==> src/rtl/hcbd_pkg.sv <==
// Package for the HTTP chunked body decoder: widths, result status codes,
// the output queue entry type and byte classification helpers. No dependencies.
package hcbd_pkg;

  // Chunk length width; sizes above 2^LEN_BITS-1 overflow
  localparam int unsigned LEN_BITS = 24;
  localparam int unsigned DISC_W   = 24;

  // Output queue: room for the two results one byte can cause, plus slack
  localparam int unsigned FIFO_DEPTH = 4;
  localparam int unsigned PTR_W      = $clog2(FIFO_DEPTH);
  localparam int unsigned CNT_W      = $clog2(FIFO_DEPTH + 1);

  typedef logic [7:0]          byte_t;
  typedef logic [1:0]          status_t;
  typedef logic [DISC_W-1:0]   discard_t;
  typedef logic [LEN_BITS-1:0] len_t;
  typedef logic [LEN_BITS:0]   acc_t;   // one spare bit holds the saturated value

  // End status codes
  localparam status_t ST_ZERO_SIZE = 2'd0;
  localparam status_t ST_CLEAN     = 2'd1;
  localparam status_t ST_IN_DATA   = 2'd2;
  localparam status_t ST_OVERFLOW  = 2'd3;

  // Characters of interest
  localparam byte_t CH_CR    = 8'h0D;
  localparam byte_t CH_LF    = 8'h0A;
  localparam byte_t CH_TAB   = 8'h09;
  localparam byte_t CH_SPACE = 8'h20;
  localparam byte_t CH_PLUS  = 8'h2B;
  localparam byte_t CH_MINUS = 8'h2D;
  localparam byte_t CH_ZERO  = 8'h30;
  localparam byte_t CH_X_LO  = 8'h78;
  localparam byte_t CH_X_UP  = 8'h58;

  typedef struct packed {
    byte_t    out_byte;
    logic     is_end;
    status_t  end_status;
    discard_t discard_count;
  } res_t;

  // Hex digit decode: {valid, value}
  function automatic logic [4:0] hex_decode(input byte_t c);
    logic [4:0] r;
    r = 5'd0;
    if (c >= 8'h30 && c <= 8'h39) begin
      r = {1'b1, 4'(c - 8'h30)};
    end else if (c >= 8'h61 && c <= 8'h66) begin
      r = {1'b1, 4'(c - 8'h57)};
    end else if (c >= 8'h41 && c <= 8'h46) begin
      r = {1'b1, 4'(c - 8'h37)};
    end
    return r;
  endfunction

  // Leading whitespace accepted before the size: space, TAB, LF, VT, FF, CR
  function automatic logic is_space(input byte_t c);
    return (c == CH_SPACE) || (c >= CH_TAB && c <= CH_CR);
  endfunction

endpackage

==> src/rtl/hcbd_in_if.sv <==
// Input channel of the chunked body decoder: one body byte per transfer.
// Depends on hcbd_pkg.
interface hcbd_in_if;
  logic           valid;
  logic           ready;
  hcbd_pkg::byte_t in_byte;
  logic           in_last;

  modport source (output valid, output in_byte, output in_last, input ready);
  modport sink   (input valid, input in_byte, input in_last, output ready);
endinterface

==> src/rtl/hcbd_out_if.sv <==
// Result channel of the chunked body decoder: payload byte or end status.
// Depends on hcbd_pkg.
interface hcbd_out_if;
  logic               valid;
  logic               ready;
  hcbd_pkg::byte_t    out_byte;
  logic               is_end;
  hcbd_pkg::status_t  end_status;
  hcbd_pkg::discard_t discard_count;

  modport source (output valid, output out_byte, output is_end, output end_status,
                  output discard_count, input ready);
  modport sink   (input valid, input out_byte, input is_end, input end_status,
                  input discard_count, output ready);
endinterface

==> src/rtl/http_chunked_body_decoder_unit.sv <==
// HTTP/1.1 chunked body decoder. Takes the body one byte per input transfer
// and gives each chunk's data bytes as payload results (is_end = 0). A size
// line ends at CR LF; the size is read as base-16 with optional leading
// whitespace, sign and 0x prefix, and the first non-digit (';' for extensions
// among them) ends the digits. A zero, negative or overflowing size ends the
// body; later bytes give nothing. Two bytes after each chunk's data are
// skipped unchecked. A byte with in_last set is processed and then followed
// by an end result (is_end = 1) carrying the status and, for a body cut off
// inside chunk data, the number of already delivered bytes of that chunk to
// drop; the decoder then returns to its reset state. Rate: one byte per clock
// while the output queue has room. The byte is decoded in the cycle of its
// transfer and its results (at most two) are written to a four-entry output
// queue; the input is ready whenever two entries are free, so a byte is taken
// every cycle as long as the consumer keeps up, and results are registered.
// No clearing pass after reset. Depends on hcbd_pkg, hcbd_in_if, hcbd_out_if.
module http_chunked_body_decoder_unit (
  input  logic        clk_i,
  input  logic        rst_ni,
  hcbd_in_if.sink     in_i,
  hcbd_out_if.source  out_o
);

  // Parser modes
  localparam logic [2:0] M_PRE    = 3'd0;  // size line, before the sign
  localparam logic [2:0] M_SIGNED = 3'd1;  // after sign, before first digit
  localparam logic [2:0] M_ZERO   = 3'd2;  // leading '0' seen, 0x may follow
  localparam logic [2:0] M_DIGITS = 3'd3;  // inside hex digits
  localparam logic [2:0] M_DATA   = 3'd5;  // chunk data
  localparam logic [2:0] M_SKIP   = 3'd6;  // two trailing bytes after data

  localparam hcbd_pkg::acc_t LIMIT =
    hcbd_pkg::acc_t'((64'd1 << hcbd_pkg::LEN_BITS) - 64'd1);
  localparam hcbd_pkg::acc_t SAT = LIMIT + hcbd_pkg::acc_t'(1);

  // Parser state
  logic [2:0]            mode_q, mode_d;
  hcbd_pkg::acc_t        accum_q, accum_d;
  logic                  neg_q, neg_d;
  logic                  closed_q, closed_d;
  logic                  saw_cr_q, saw_cr_d;
  hcbd_pkg::len_t        left_q, left_d;
  hcbd_pkg::len_t        emitted_q, emitted_d;
  logic                  fin_q, fin_d;
  hcbd_pkg::status_t     fin_st_q, fin_st_d;

  // Output queue
  hcbd_pkg::res_t                     mem_q [hcbd_pkg::FIFO_DEPTH];
  logic [hcbd_pkg::PTR_W-1:0]         rd_ptr_q, rd_ptr_d;
  logic [hcbd_pkg::PTR_W-1:0]         wr_ptr_q, wr_ptr_d;
  logic [hcbd_pkg::PTR_W-1:0]         wr_ptr_nxt;
  logic [hcbd_pkg::CNT_W-1:0]         count_q, count_d;

  logic                  accept;
  logic                  pop;
  hcbd_pkg::byte_t       c;
  logic [4:0]            hex;
  logic [hcbd_pkg::LEN_BITS+4:0] acc_wide;
  hcbd_pkg::acc_t        acc_digit;
  logic [1:0]            push_n;
  hcbd_pkg::res_t        res0, res1;
  hcbd_pkg::res_t        data_res, end_res;
  logic                  data_push;
  hcbd_pkg::status_t     end_st;
  hcbd_pkg::len_t        emitted_nxt;

  assign accept = in_i.valid && in_i.ready;
  assign pop    = out_o.valid && out_o.ready;
  assign c      = in_i.in_byte;
  assign hex    = hcbd_pkg::hex_decode(c);

  // Ready while the queue has room for the worst case of two results
  assign in_i.ready = (count_q <= hcbd_pkg::CNT_W'(hcbd_pkg::FIFO_DEPTH - 2));

  // Next accumulator value on a digit, saturated just past the length limit
  assign acc_wide  = {accum_q, 4'h0} | (hcbd_pkg::LEN_BITS + 5)'(hex[3:0]);
  assign acc_digit = (acc_wide > (hcbd_pkg::LEN_BITS + 5)'(LIMIT)) ? SAT
                                                                   : acc_wide[hcbd_pkg::LEN_BITS:0];

  always_comb begin
    mode_d    = mode_q;
    accum_d   = accum_q;
    neg_d     = neg_q;
    closed_d  = closed_q;
    saw_cr_d  = saw_cr_q;
    left_d    = left_q;
    emitted_d = emitted_q;
    fin_d     = fin_q;
    fin_st_d  = fin_st_q;
    data_push = 1'b0;
    end_st    = hcbd_pkg::ST_CLEAN;

    if (accept) begin
      if (!fin_q) begin
        case (mode_q)
          M_DATA: begin
            data_push = 1'b1;
            emitted_d = emitted_q + hcbd_pkg::len_t'(1);
            left_d    = left_q - hcbd_pkg::len_t'(1);
            if (left_q == hcbd_pkg::len_t'(1)) begin
              left_d = hcbd_pkg::len_t'(2);
              mode_d = M_SKIP;
            end
          end
          M_SKIP: begin
            left_d = left_q - hcbd_pkg::len_t'(1);
            if (left_q == hcbd_pkg::len_t'(1)) begin
              // next size line
              mode_d   = M_PRE;
              accum_d  = '0;
              neg_d    = 1'b0;
              closed_d = 1'b0;
              saw_cr_d = 1'b0;
            end
          end
          default: begin
            if (saw_cr_q && c == hcbd_pkg::CH_LF) begin
              // end of size line: judge the size
              saw_cr_d = 1'b0;
              if (neg_q || accum_q == '0) begin
                fin_d    = 1'b1;
                fin_st_d = hcbd_pkg::ST_ZERO_SIZE;
              end else if (accum_q > LIMIT) begin
                fin_d    = 1'b1;
                fin_st_d = hcbd_pkg::ST_OVERFLOW;
              end else begin
                left_d    = accum_q[hcbd_pkg::LEN_BITS-1:0];
                emitted_d = '0;
                mode_d    = M_DATA;
              end
            end else begin
              saw_cr_d = (c == hcbd_pkg::CH_CR);
              if (!closed_q) begin
                if (mode_q == M_PRE && hcbd_pkg::is_space(c)) begin
                  // leading whitespace, nothing to do
                end else if (mode_q == M_PRE &&
                             (c == hcbd_pkg::CH_PLUS || c == hcbd_pkg::CH_MINUS)) begin
                  neg_d  = (c == hcbd_pkg::CH_MINUS);
                  mode_d = M_SIGNED;
                end else if (mode_q == M_PRE || mode_q == M_SIGNED) begin
                  if (c == hcbd_pkg::CH_ZERO) begin
                    accum_d = '0;
                    mode_d  = M_ZERO;
                  end else if (hex[4]) begin
                    accum_d = acc_digit;
                    mode_d  = M_DIGITS;
                  end else begin
                    mode_d   = M_SIGNED;
                    closed_d = 1'b1;
                  end
                end else if (mode_q == M_ZERO &&
                             (c == hcbd_pkg::CH_X_LO || c == hcbd_pkg::CH_X_UP)) begin
                  mode_d = M_DIGITS;
                end else if (hex[4]) begin
                  accum_d = acc_digit;
                  mode_d  = M_DIGITS;
                end else begin
                  closed_d = 1'b1;
                end
              end
            end
          end
        endcase
      end

      if (in_i.in_last) begin
        // status from the state left by this byte, then back to reset
        if (fin_d) begin
          end_st = fin_st_d;
        end else if (mode_d == M_DATA) begin
          end_st = hcbd_pkg::ST_IN_DATA;
        end else begin
          end_st = hcbd_pkg::ST_CLEAN;
        end
        mode_d    = M_PRE;
        accum_d   = '0;
        neg_d     = 1'b0;
        closed_d  = 1'b0;
        saw_cr_d  = 1'b0;
        left_d    = '0;
        fin_d     = 1'b0;
        fin_st_d  = hcbd_pkg::ST_ZERO_SIZE;
      end
    end
  end

  // Result items
  always_comb begin
    data_res               = '0;
    data_res.out_byte      = c;
    end_res                = '0;
    end_res.is_end         = 1'b1;
    end_res.end_status     = end_st;
    if (end_st == hcbd_pkg::ST_IN_DATA) begin
      end_res.discard_count = hcbd_pkg::discard_t'(emitted_d);
    end
  end

  always_comb begin
    push_n = 2'd0;
    res0   = data_res;
    res1   = end_res;
    if (accept) begin
      if (data_push && in_i.in_last) begin
        push_n = 2'd2;
      end else if (data_push) begin
        push_n = 2'd1;
      end else if (in_i.in_last) begin
        push_n = 2'd1;
        res0   = end_res;
      end
    end
  end

  // emitted_d is cleared on the last byte only after the status is taken
  assign emitted_nxt = (accept && in_i.in_last) ? '0 : emitted_d;

  // Queue pointers
  assign wr_ptr_nxt = wr_ptr_q + hcbd_pkg::PTR_W'(1);
  assign wr_ptr_d   = wr_ptr_q + hcbd_pkg::PTR_W'(push_n);
  assign rd_ptr_d   = rd_ptr_q + hcbd_pkg::PTR_W'(pop);
  assign count_d    = count_q + hcbd_pkg::CNT_W'(push_n) - hcbd_pkg::CNT_W'(pop);

  assign out_o.valid         = (count_q != '0);
  assign out_o.out_byte      = mem_q[rd_ptr_q].out_byte;
  assign out_o.is_end        = mem_q[rd_ptr_q].is_end;
  assign out_o.end_status    = mem_q[rd_ptr_q].end_status;
  assign out_o.discard_count = mem_q[rd_ptr_q].discard_count;

  always_ff @(posedge clk_i) begin
    if (push_n != 2'd0) begin
      mem_q[wr_ptr_q] <= res0;
    end
    if (push_n == 2'd2) begin
      mem_q[wr_ptr_nxt] <= res1;
    end
  end

  always_ff @(posedge clk_i or negedge rst_ni) begin
    if (!rst_ni) begin
      mode_q    <= M_PRE;
      accum_q   <= '0;
      neg_q     <= 1'b0;
      closed_q  <= 1'b0;
      saw_cr_q  <= 1'b0;
      left_q    <= '0;
      emitted_q <= '0;
      fin_q     <= 1'b0;
      fin_st_q  <= hcbd_pkg::ST_ZERO_SIZE;
      rd_ptr_q  <= '0;
      wr_ptr_q  <= '0;
      count_q   <= '0;
    end else begin
      mode_q    <= mode_d;
      accum_q   <= accum_d;
      neg_q     <= neg_d;
      closed_q  <= closed_d;
      saw_cr_q  <= saw_cr_d;
      left_q    <= left_d;
      emitted_q <= emitted_nxt;
      fin_q     <= fin_d;
      fin_st_q  <= fin_st_d;
      rd_ptr_q  <= rd_ptr_d;
      wr_ptr_q  <= wr_ptr_d;
      count_q   <= count_d;
    end
  end

endmodule
==> src/flat_wrapper.sv <==
// flat-port wrapper written by rule: the top's interface ports become plain ports
module http_chunked_body_decoder_unit_flat 
  (clk_i, rst_ni, in_i_valid, in_i_in_byte, in_i_in_last, in_i_ready, out_o_valid, out_o_out_byte, out_o_is_end, out_o_end_status, out_o_discard_count, out_o_ready);
  hcbd_in_if in_i_i ();
  hcbd_out_if out_o_i ();
  input  logic clk_i;
  input  logic rst_ni;
  input wire logic [$bits(in_i_i.valid)-1:0] in_i_valid;
  input wire logic [$bits(in_i_i.in_byte)-1:0] in_i_in_byte;
  input wire logic [$bits(in_i_i.in_last)-1:0] in_i_in_last;
  output wire logic [$bits(in_i_i.ready)-1:0] in_i_ready;
  output wire logic [$bits(out_o_i.valid)-1:0] out_o_valid;
  output wire logic [$bits(out_o_i.out_byte)-1:0] out_o_out_byte;
  output wire logic [$bits(out_o_i.is_end)-1:0] out_o_is_end;
  output wire logic [$bits(out_o_i.end_status)-1:0] out_o_end_status;
  output wire logic [$bits(out_o_i.discard_count)-1:0] out_o_discard_count;
  input wire logic [$bits(out_o_i.ready)-1:0] out_o_ready;
  assign in_i_i.valid = in_i_valid;
  assign in_i_i.in_byte = in_i_in_byte;
  assign in_i_i.in_last = in_i_in_last;
  assign in_i_ready = in_i_i.ready;
  assign out_o_valid = out_o_i.valid;
  assign out_o_out_byte = out_o_i.out_byte;
  assign out_o_is_end = out_o_i.is_end;
  assign out_o_end_status = out_o_i.end_status;
  assign out_o_discard_count = out_o_i.discard_count;
  assign out_o_i.ready = out_o_ready;
  http_chunked_body_decoder_unit u_core (.clk_i(clk_i), .rst_ni(rst_ni), .in_i(in_i_i), .out_o(out_o_i));
endmodule
==> config.mk <==
export PLATFORM = sky130hd
export DESIGN_NAME = http_chunked_body_decoder_unit_flat
export DESIGN_NICKNAME = d
export VERILOG_FILES = /design/src/rtl/hcbd_pkg.sv /design/src/rtl/hcbd_in_if.sv /design/src/rtl/hcbd_out_if.sv /design/src/rtl/http_chunked_body_decoder_unit.sv /design/src/flat_wrapper.sv
export SDC_FILE = /design/constraint.sdc
export NUM_CORES = 1
export LEC_CHECK = 0
export ABC_AREA = 1
export BUFFER_PORTS_ARGS = -buffer_cell sky130_fd_sc_hd__clkbuf_2
export CAP_MARGIN = 20
export CORE_ASPECT_RATIO = 1.25
export CORE_MARGIN = 3
export CORE_UTILIZATION = 35
export DETAILED_ROUTE_END_ITERATION = 8
export PLACE_DENSITY = 0.51
export SLEW_MARGIN = 25
export SYNTH_ARGS = -nofsm -noshare
export SYNTH_HDL_FRONTEND = slang
export SYNTH_SLANG_ARGS = --single-unit
export TNS_END_PERCENT = 100
==> constraint.sdc <==
create_clock -name clk_i -period 5.82 [get_ports clk_i]
set_input_delay 1.164 -clock clk_i [delete_from_list [all_inputs] [get_ports clk_i]]
set_output_delay 1.164 -clock clk_i [all_outputs]
set_load 0.02 [all_outputs]
=== After elaboration in Yosys (flattened, before gate mapping) ===
Memory sizes are Yosys's and may differ from the RTL's.
Cells that the tools add are included.

* Flip-flop bits (word level): 89
* Bits in latches: 0
* Memory bits (writable): 140
* Bits in read-only memories: 0
* Input bits: 13
* Output and inout bits: 37
* Word-level logic and storage cells: 193
* Memories kept: 1

* Add/subtract/negate cells: 10
* Multiply operators: 0
* Div/mod/pow operators: 0
* Order comparisons: 11
* Eq/ne operators: 26
* Shifts and indexed selects: 0
* Mux-type cells: 103
* Bitwise operators: 1
* Reductions and logical operators: 29

{| class="wikitable"
|+ Memory list
! memory !! depth !! width !! rd ports !! clocked after Yosys merged registers in !! write ports !! RTL line !! text
|-
| u_core.mem_q || 4 || 35 || 1 || 0 || 2 || http_chunked_body_decoder_unit.sv:47 || <nowiki>hcbd_pkg::res_t mem_q [hcbd_pkg::FIFO_DEPTH];</nowiki>
|}

{| class="wikitable"
|+ Operators with widths
! operator !! number
|-
| two-way mux 24 bit || 13
|-
| two-way mux 25 bit || 12
|-
| two-way mux 35 bit || 4
|-
| case mux 24 bit (2 select lines) || 2
|-
| case mux 25 bit (2 select lines) || 1
|-
| two-way mux 3 bit || 15
|-
| two-way mux 1 bit || 35
|-
| == test 8 x 6 -> 1 bit, second input constant || 4
|-
| greater-than comparator 29 x 24 -> 1 bit, second input constant || 1
|-
| OR 29 x 4 -> 29 bit || 1
|-
| two-way mux 2 bit || 14
|-
| greater-than comparator 25 x 24 -> 1 bit, second input constant || 1
|-
| logical NOT 25 bit || 1
|-
| adder 24 x 1 -> 24 bit, second input constant || 1
|-
| == test 24 x 1 -> 1 bit, second input constant || 1
|-
| subtractor 24 x 1 -> 24 bit, second input constant || 1
|-
| == test 8 x 4 -> 1 bit, second input constant || 2
|-
| == test 8 x 7 -> 1 bit, second input constant || 2
|-
| >= comparator 8 x 7 -> 1 bit, second input constant || 2
|-
| less-or-equal comparator 8 x 7 -> 1 bit, second input constant || 2
|-
| two-way mux 5 bit || 3
|-
| logical AND 1 bit || 12
|-
| inequality test 3 bit, second input constant || 4
|-
| AND reduction 5 bit || 2
|-
| other kinds (31) || 44
|}

=== Depth between registers and ports, before layout ===
Gate-level depths: netlist of the first run.

* Depth in word-level cells: 26
* Depth in mapped cells: 19
* Mapped depth without buffers: 18

=== Worst setup path after synthesis of the first run ===
OpenSTA, ideal clock, no wires.

* Path kind: input-to-reg
* From: in in_i_valid
* To: mem u_core.mem_q[0][0] (netlist bit), enable pin
* Setup time: 381 ps
* Arrival: 3,786 ps
* Required time: 5,439 ps
* Path slack: 1,652 ps
* Stages on the path: 11
* Path buffers: 0
* Cells stage by stage: nand2_1 nor2_1 inv_2 nor2_4 clkinv_1 ha_1 nor2_1 nor2_1 nor3_1 nor2_1 inv_1

{| class="wikitable"
|+ RTL lines
! element !! RTL line !! text
|-
| from (decl) || flat_wrapper.sv:8 || <nowiki>input wire logic [$bits(in_i_i.valid)-1:0] in_i_valid;</nowiki>
|-
| to (decl) || http_chunked_body_decoder_unit.sv:47 ||
|}

==> results.md, run 1 <==
- Outcome: finished, final reports clean
- Max-Slew Margin vs Limit: 34.9%
- Final period util: 69.2%
- Cells after synthesis: 1385
- P_sw: 2.57 mW
- Clock Pin Slew Worst Setup and Hold Paths: 0.07 ns
- Overflow after GRT: 0
- Max Cap Viol: 0
- VDD IR max: 0.251 mV
- P_leak: 5.28 nW
- All-Layer GR Usage: 18.3%
- Clk_lat worst skew: 0.53 ns
- Seq pwr share: 34.7%
- Crit end category: register
- Die outline width: 170 um
- WHS: 0.454 ns
- Max Freq: 0.248 GHz
- Global-route track usage on met2: 33.0%
- Die area: 36000 sq um
- Internal power: 3.78 mW
- Top-Level Pins: 50
- Placed Area: 12500 sq um
- DRC: 0
- RSZ-0062 raised after global routing: false
- Dpl hpwl: 21.7 mm
- Initial DRC Count: 514
- Clock Sinks: 229
- CTS Buf Count: 25
- Row count: 74
- Cell variety after synth: 53
- Input/output buffers: 49
- Fin util: 40.6%
- Yosys warns: 0
- GR Util met3: 1.64%
- Async set-or-reset flop fraction in the synthesized netlist: 38.9%
- Finish-stage setup viols: 0
- Power Density: 475 nW/um^2
- First-pass GRT wire length: 52.6 mm
- Vias: 9886
- Register area share after synthesis: 51.4%
- Average wire per standard cell: 18.0 um
- Worst Hold End: u_core.mem_q[2][32]$_SDFFE_PP0P_
- WP data arrival: 4.37 ns
- Critical path peak fanout: 49
- FF-to-FF setup slack: 1.85 ns
- Slew Limit Fails: 0
- Fin. Hold Viols: 0
- CTS tree: done
- Number of synthesized flops with an enable pin: 104
- Worst hold start: u_core.mem_q[2][32]$_SDFFE_PP0P_
- Die height: 211 um
- Netlist Area Pre-Place: 11800 sq um
- GP Congestion: 0.875
- Grt met1 use: 22.8%
- Startpoint Class: primary input
- Worst-margin pin slew: 0.966 ns
- Crit Reg-Reg Endpoint: u_core.mem_q[3][23]$_DFFE_PP_
- Share of post-route cells with drive strength above 1: 10.9%
- Worst R2R Path Depth: 15
- Period minus WS final: 4.03 ns
- Yosys reg bits: 229
- Number of fill cells: 3314
- Vias in the first global route: 9617
- Synth Flop Type: edfxtp_1
- CTS resizes: 0
- Initial antenna violation count: 0
- Sw Ratio: 40.5%
- Critical Path RT: 6.16 ns
- Most Crowded Layer GR: met2
- CP Class: in2reg
- Post-CTS setup buffer count: 0
- Area added between synthesis and finish: 13.1%
- Final Cell Area: 13400 sq um
- Setup TNS: 0 ns
- Drt pass-1 iters: 5
- CORE AREA: 33000 sq um
- Hold Path Depth: 2
- Combinational share of power: 38.5%
- Largest net degree at the start of global routing: 72
- Avg Inst Size Synth: 8.53 sq um
- Root Buffer: clkbuf_16
- Starting Density: 35.9%
- Maximum root-to-sink buffer count: 3
- Hold-fix buffer count after cts: 0
- Final #Nets: 1450
- Commonest non-fill, non-tap cell in the layout: nor2_1
- Worst min path class: reg2reg
- Clock Skews: 0.0129 ns
- Number of routed nets with antenna violations: 0
- Reg2reg start: u_core.mode_q[1]$_DFFE_PN0P_
- ANT cells: 0
- Commonest cells after routing, fill and taps aside: 189 x nor2_1, 186 x nand2_1, 169 x o21ai_0, 125 x inv_1, 104 x edfxtp_1
- H-tree levels: 1
- Clock share of power: 26.8%
- Syn Nets: 1414
- Vias/cell: 5.32
- Routed WL: 33.4 mm
sequential cells by signal, summed over array words and instances (netlist names):
register and count:
u_core.wr_ptr_q 2, u_core.closed_q 1, u_core.mode_q 3, u_core.left_q 24
u_core.emitted_q 24, u_core.neg_q 1, u_core.saw_cr_q 1, u_core.rd_ptr_q 2
u_core.count_q 3, u_core.fin_q 1, u_core.mem_q 140, u_core.accum_q 25
u_core.fin_st_q 2
worst max path at each step:
stage                                                to            start  cells past startpoint  slack, ns
after floorplan            u_core.mem_q[0][0]$_DFFE_PP_       in_i_valid                     11       1.65
after global placement    u_core.mem_q[2][10]$_DFFE_PP_  in_i_in_byte[0]                     16       1.37
after detailed placement  u_core.mem_q[2][23]$_DFFE_PP_  in_i_in_byte[0]                     16       1.26
after CTS                  u_core.mem_q[3][1]$_DFFE_PP_  in_i_in_byte[0]                     16       1.79
after global routing      u_core.mem_q[2][23]$_DFFE_PP_  in_i_in_byte[0]                     16       1.47
final                      u_core.mem_q[3][1]$_DFFE_PP_  in_i_in_byte[0]                     16       1.79
cell usage after synthesis (3+ instances only):
library cell,number,area [sq um]
dfrtp_1,89,2230
nor3_2,15,150
xor2_1,16,140
a22oi_1,22,165
nand2_1,186,698
edfxtp_1,104,3120
ha_1,15,188
and2_1,3,18.8
a21oi_2,4,35.0
inv_1,125,469
buf_2,12,60.1
clkbuf_1,46,173
xnor2_1,3,26.3
buf_6,6,67.6
nor2_2,3,18.8
inv_2,4,15.0
o22ai_1,73,457
nand4_1,13,81.3
o32ai_1,6,52.6
a22o_1,4,35.0
o21ai_0,169,846
dfxtp_1,36,721
nor2_1,190,713
a31oi_1,4,25.0
a21oi_1,46,230
nand3_1,51,255
nor3_1,100,500
nor4_1,5,31.3
clkinv_1,3,11.3
power by group through the flow:
stage	Sequential, mW	Combinational, mW	Clock [mW]
after floorplan	2.15	1.76	0
after global placement	2.23	2.46	0
after detailed placement	2.23	2.47	0
after CTS	2.20	2.48	1.75
after global routing	2.23	2.75	1.81
final	2.20	2.44	1.70
metrics by stage:
step | std cells | worst slack, ns | total power [mW]
5_1_grt | 1857 | 1.47 | 6.79
4_1_cts | 1857 | 1.79 | 6.43
3_5_place_dp | 1812 | 1.26 | 4.71
2_1_floorplan | 1385 | 1.65 | 3.92
6_report | 1857 | 1.79 | 6.35
3_3_place_gp | 1812 | 1.37 | 4.69
cell type report:
| type | instances | area, sq um | area share (%) |
|---|---|---|---|
| well taps | 418 | 523 | 3.91 |
| clock buffers | 27 | 643 | 4.81 |
| multi-input cells | 956 | 4930 | 36.9 |
| clock inverters | 18 | 234 | 1.75 |
| repair buffers | 76 | 463 | 3.46 |
| flip-flops and latches | 229 | 6070 | 45.4 |
| inverters | 133 | 504 | 3.77 |
per-layer routing:
layer / vias to the layer above / wire length (um)
li1: 4893 / -
met1: 4740 / 14400
met2: 185 / 17000
met3: 68 / 1010
met4: 0 / 1010
met5: - / 0
critical path, stage by stage:
cell and delay, ns:
clkbuf_2 0.13, inv_1 0.19, ha_1 0.20, inv_1 0.06, nor4_4 0.49, nand4_2 0.26, nand2_1 0.13, nand2_1 0.09
nand2_1 0.08, nand2_1 0.06, nor2_1 0.11, nand2_1 0.07, nand2_2 0.10, nand4_4 0.57, buf_12 0.45, nor3_1 0.19
kinds of logic (layout without fill, tap and decap cells):
group	after synthesis	count (layout)	share of synthesized area (%)
xor+xnor	19	19	1.41
simple gates	577	577	21.8
compound gates	344	344	16.7
fa+ha+maj	16	16	1.76
flops	229	229	51.4
buf+inv	200	254	6.97
(Power assumes the default switching activity.)
==> run 2: changes to the inputs <==
clock period = 4 ns   (was 5.82 ns; I/O delays follow)
==> results.md, run 2 (synthesis results as in run 1) <==
- P_leak: 5.37 nW
- Dpl hpwl: 21.9 mm
- ANT cells: 0
- WP data arrival: 3.63 ns
- Largest registers: u_core.mem_q x140, u_core.accum_q x25
- Critical path peak fanout: 27
- H-tree levels: 1
- Starting Density: 35.9%
- Max Cap Viol: 0
- CP dominant cell by count: nor2_1
- Die outline width: 170 um
- Multi-input logic area: 4930 sq um
- Area added between synthesis and finish: 14.7%
- Die height: 211 um
- Largest net degree at the start of global routing: 97
- CP Class: reg2reg
- Worst-margin pin slew: 0.966 ns
- Stages on the worst setup path: 14
- Input/output buffers: 49
- Clock Pin Slew Worst Setup and Hold Paths: 0.06 ns
- Setup TNS: 0 ns
- Overflow after GRT: 0
- Power, Total: 9.41 mW
- Root Buffer: clkbuf_16
- Power Density: 694 nW/um^2
- Clock Sinks: 229
- RSZ-0062 raised after global routing: false
- Seq pwr share: 34.1%
- Drt pass-1 iters: 5
- Fin. Hold Viols: 0
- Slew Limit Fails: 0
- Top-Level Pins: 50
- Crit end category: register
- Final #Nets: 1461
- Initial antenna violation count: 0
- Post-CTS setup buffer count: 0
- Sw Ratio: 40.1%
- Share of post-route cells with drive strength above 1: 11.6%
- Routed WL: 33.7 mm
- Outcome: finished, final reports clean
- CTS resizes: 0
- Vias in the first global route: 10064
- Number of routed nets with antenna violations: 0
- Die area: 36000 sq um
- Number of fill cells: 3377
- GP Congestion: 0.848
- Vias: 10090
- All-Layer GR Usage: 18.8%
- Crit Reg-Reg Endpoint: u_core.mem_q[2][7]$_DFFE_PP_
- Clock share of power: 27.5%
- Worst setup startpoint: u_core.count_q[1]$_DFF_PN0_
- P_sw: 3.78 mW
- Critical Path RT: 4.28 ns
- Clock Skews: 0.0164 ns
- Period minus WS final: 3.34 ns
- Crit path max-delay family: simple AND/OR/NAND/NOR gates
- Finish-stage setup viols: 0
- Commonest non-fill, non-tap cell in the layout: nor2_1
- CTS Buf Count: 26
- DRC: 0
- Clk_lat worst skew: 0.54 ns
- Initial DRC Count: 592
- FF+latch area: 6070 sq um
- Worst min path class: in2async
- Vias/cell: 5.40
- Average wire per standard cell: 18.0 um
- FF-to-FF setup slack: 0.66 ns
- CP endpoint: u_core.mem_q[2][7]$_DFFE_PP_
- Row count: 74
- Final period util: 83.6%
- Hold-fix buffer count after cts: 0
- First-pass GRT wire length: 55.0 mm
- Reg2reg start: u_core.count_q[1]$_DFF_PN0_
- Critical Path Slowest Stage Cell: nor2_1
- Combinational share of power: 38.4%
- Critical Path Max Stage Delay: 0.53 ns
- Startpoint Class: register
- Commonest cells after routing, fill and taps aside: 189 x nor2_1, 186 x nand2_1, 169 x o21ai_0, 125 x inv_1, 104 x edfxtp_1
- Max reg flops: 140
- CTS tree: done
- Max Freq: 0.299 GHz
- Max-Slew Margin vs Limit: 34.9%
- Maximum root-to-sink buffer count: 3
- Crit path cell chain: a21oi_1 -> nand2_1 -> nor2_1 -> inv_2 -> nor2_4 -> clkinv_1 -> ha_1 -> nor2_1 -> nor2_1 -> nor3_1 -> buf_4 -> nor2_1 -> inv_1 -> buf_12
- Worst R2R Path Depth: 14
- Buffers & Inverters on Critical Path: 5
- Reg with most FFs: u_core.mem_q
- Internal power: 5.63 mW
- CORE AREA: 33000 sq um
- VDD IR max: 0.430 mV
[run 2: changes by cell type in the layout (fill, tap and decap cells not counted), sizes merged]
cell    previous run  this run
buf               28        38
clkbuf            75        85
clkinv            14         6
inv              130       133
bufinv             5         3
[run 2: through the flow]
step	hold slack (ns)	utilization [%]	setup slack, ns	area, sq um	cells
after CTS	0.417	41.1	0.620	13600	1870
final	0.380	41.1	0.656	13600	1870
after global placement	0.435	38.3	0.380	12600	1822
after detailed placement	0.444	38.3	0.362	12600	1822
after floorplan	0.423	-	0.0998	11800	1385
after global routing	0.435	41.1	0.245	13600	1870
[run 2: how the worst min path moves through the flow]
| stage | start | to | slack (ns) | cells past startpoint |
|---|---|---|---|---|
| final | rst_ni | u_core.left_q[13]$_DFFE_PN0P_ | 0.38 | 1 |
| after global routing | rst_ni | u_core.left_q[13]$_DFFE_PN0P_ | 0.43 | 1 |
| after CTS | rst_ni | u_core.left_q[13]$_DFFE_PN0P_ | 0.42 | 1 |
| after detailed placement | u_core.mem_q[2][31]$_SDFFE_PP0P_ | u_core.mem_q[2][31]$_SDFFE_PP0P_ | 0.44 | 2 |
| after global placement | u_core.mem_q[2][30]$_SDFFE_PP0P_ | u_core.mem_q[2][30]$_SDFFE_PP0P_ | 0.44 | 2 |
| after floorplan | u_core.mem_q[1][27]$_SDFFE_PP0P_ | u_core.mem_q[1][27]$_SDFFE_PP0P_ | 0.42 | 2 |
[run 2: per-layer routing]
layer,part of all wire [%],GRT usage [%],vias to the layer above
met5,0,0,-
met4,1.9,4.45,0
met3,4.1,2.45,54
met2,50,33.3,183
met1,44,24.6,4926
li1,-,-,4927
[run 2: area by class of cell]
| type | instances | area share (%) |
|---|---|---|
| Clock buffer | 37 | 5.87 |
| Clock inverter | 11 | 1.08 |
| Inverter | 133 | 3.72 |
| Multi-Input combinational cell | 956 | 36.4 |
| Sequential cell | 229 | 44.8 |
| Tap cell | 418 | 3.86 |
| Timing Repair Buffer | 86 | 4.34 |
[run 2: worst register-to-register path, cell delays in order, from the launching register on]
cell and delay, ns:
dfrtp_1 0.40, a21oi_1 0.19, nand2_1 0.13, nor2_1 0.17, inv_2 0.13, nor2_4 0.15
clkinv_1 0.12, ha_1 0.29, nor2_1 0.08, nor2_1 0.23, nor3_1 0.11, buf_4 0.16
nor2_1 0.53, inv_1 0.17, buf_12 0.21
[run 2: power groups by stage]
stage	logic, mW	registers [mW]	clock network (mW)
3_3_place_gp	3.62	3.25	0
2_1_floorplan	2.56	3.13	0
5_1_grt	4.07	3.26	2.75
4_1_cts	3.67	3.21	2.65
6_report	3.61	3.20	2.59
3_5_place_dp	3.65	3.25	0
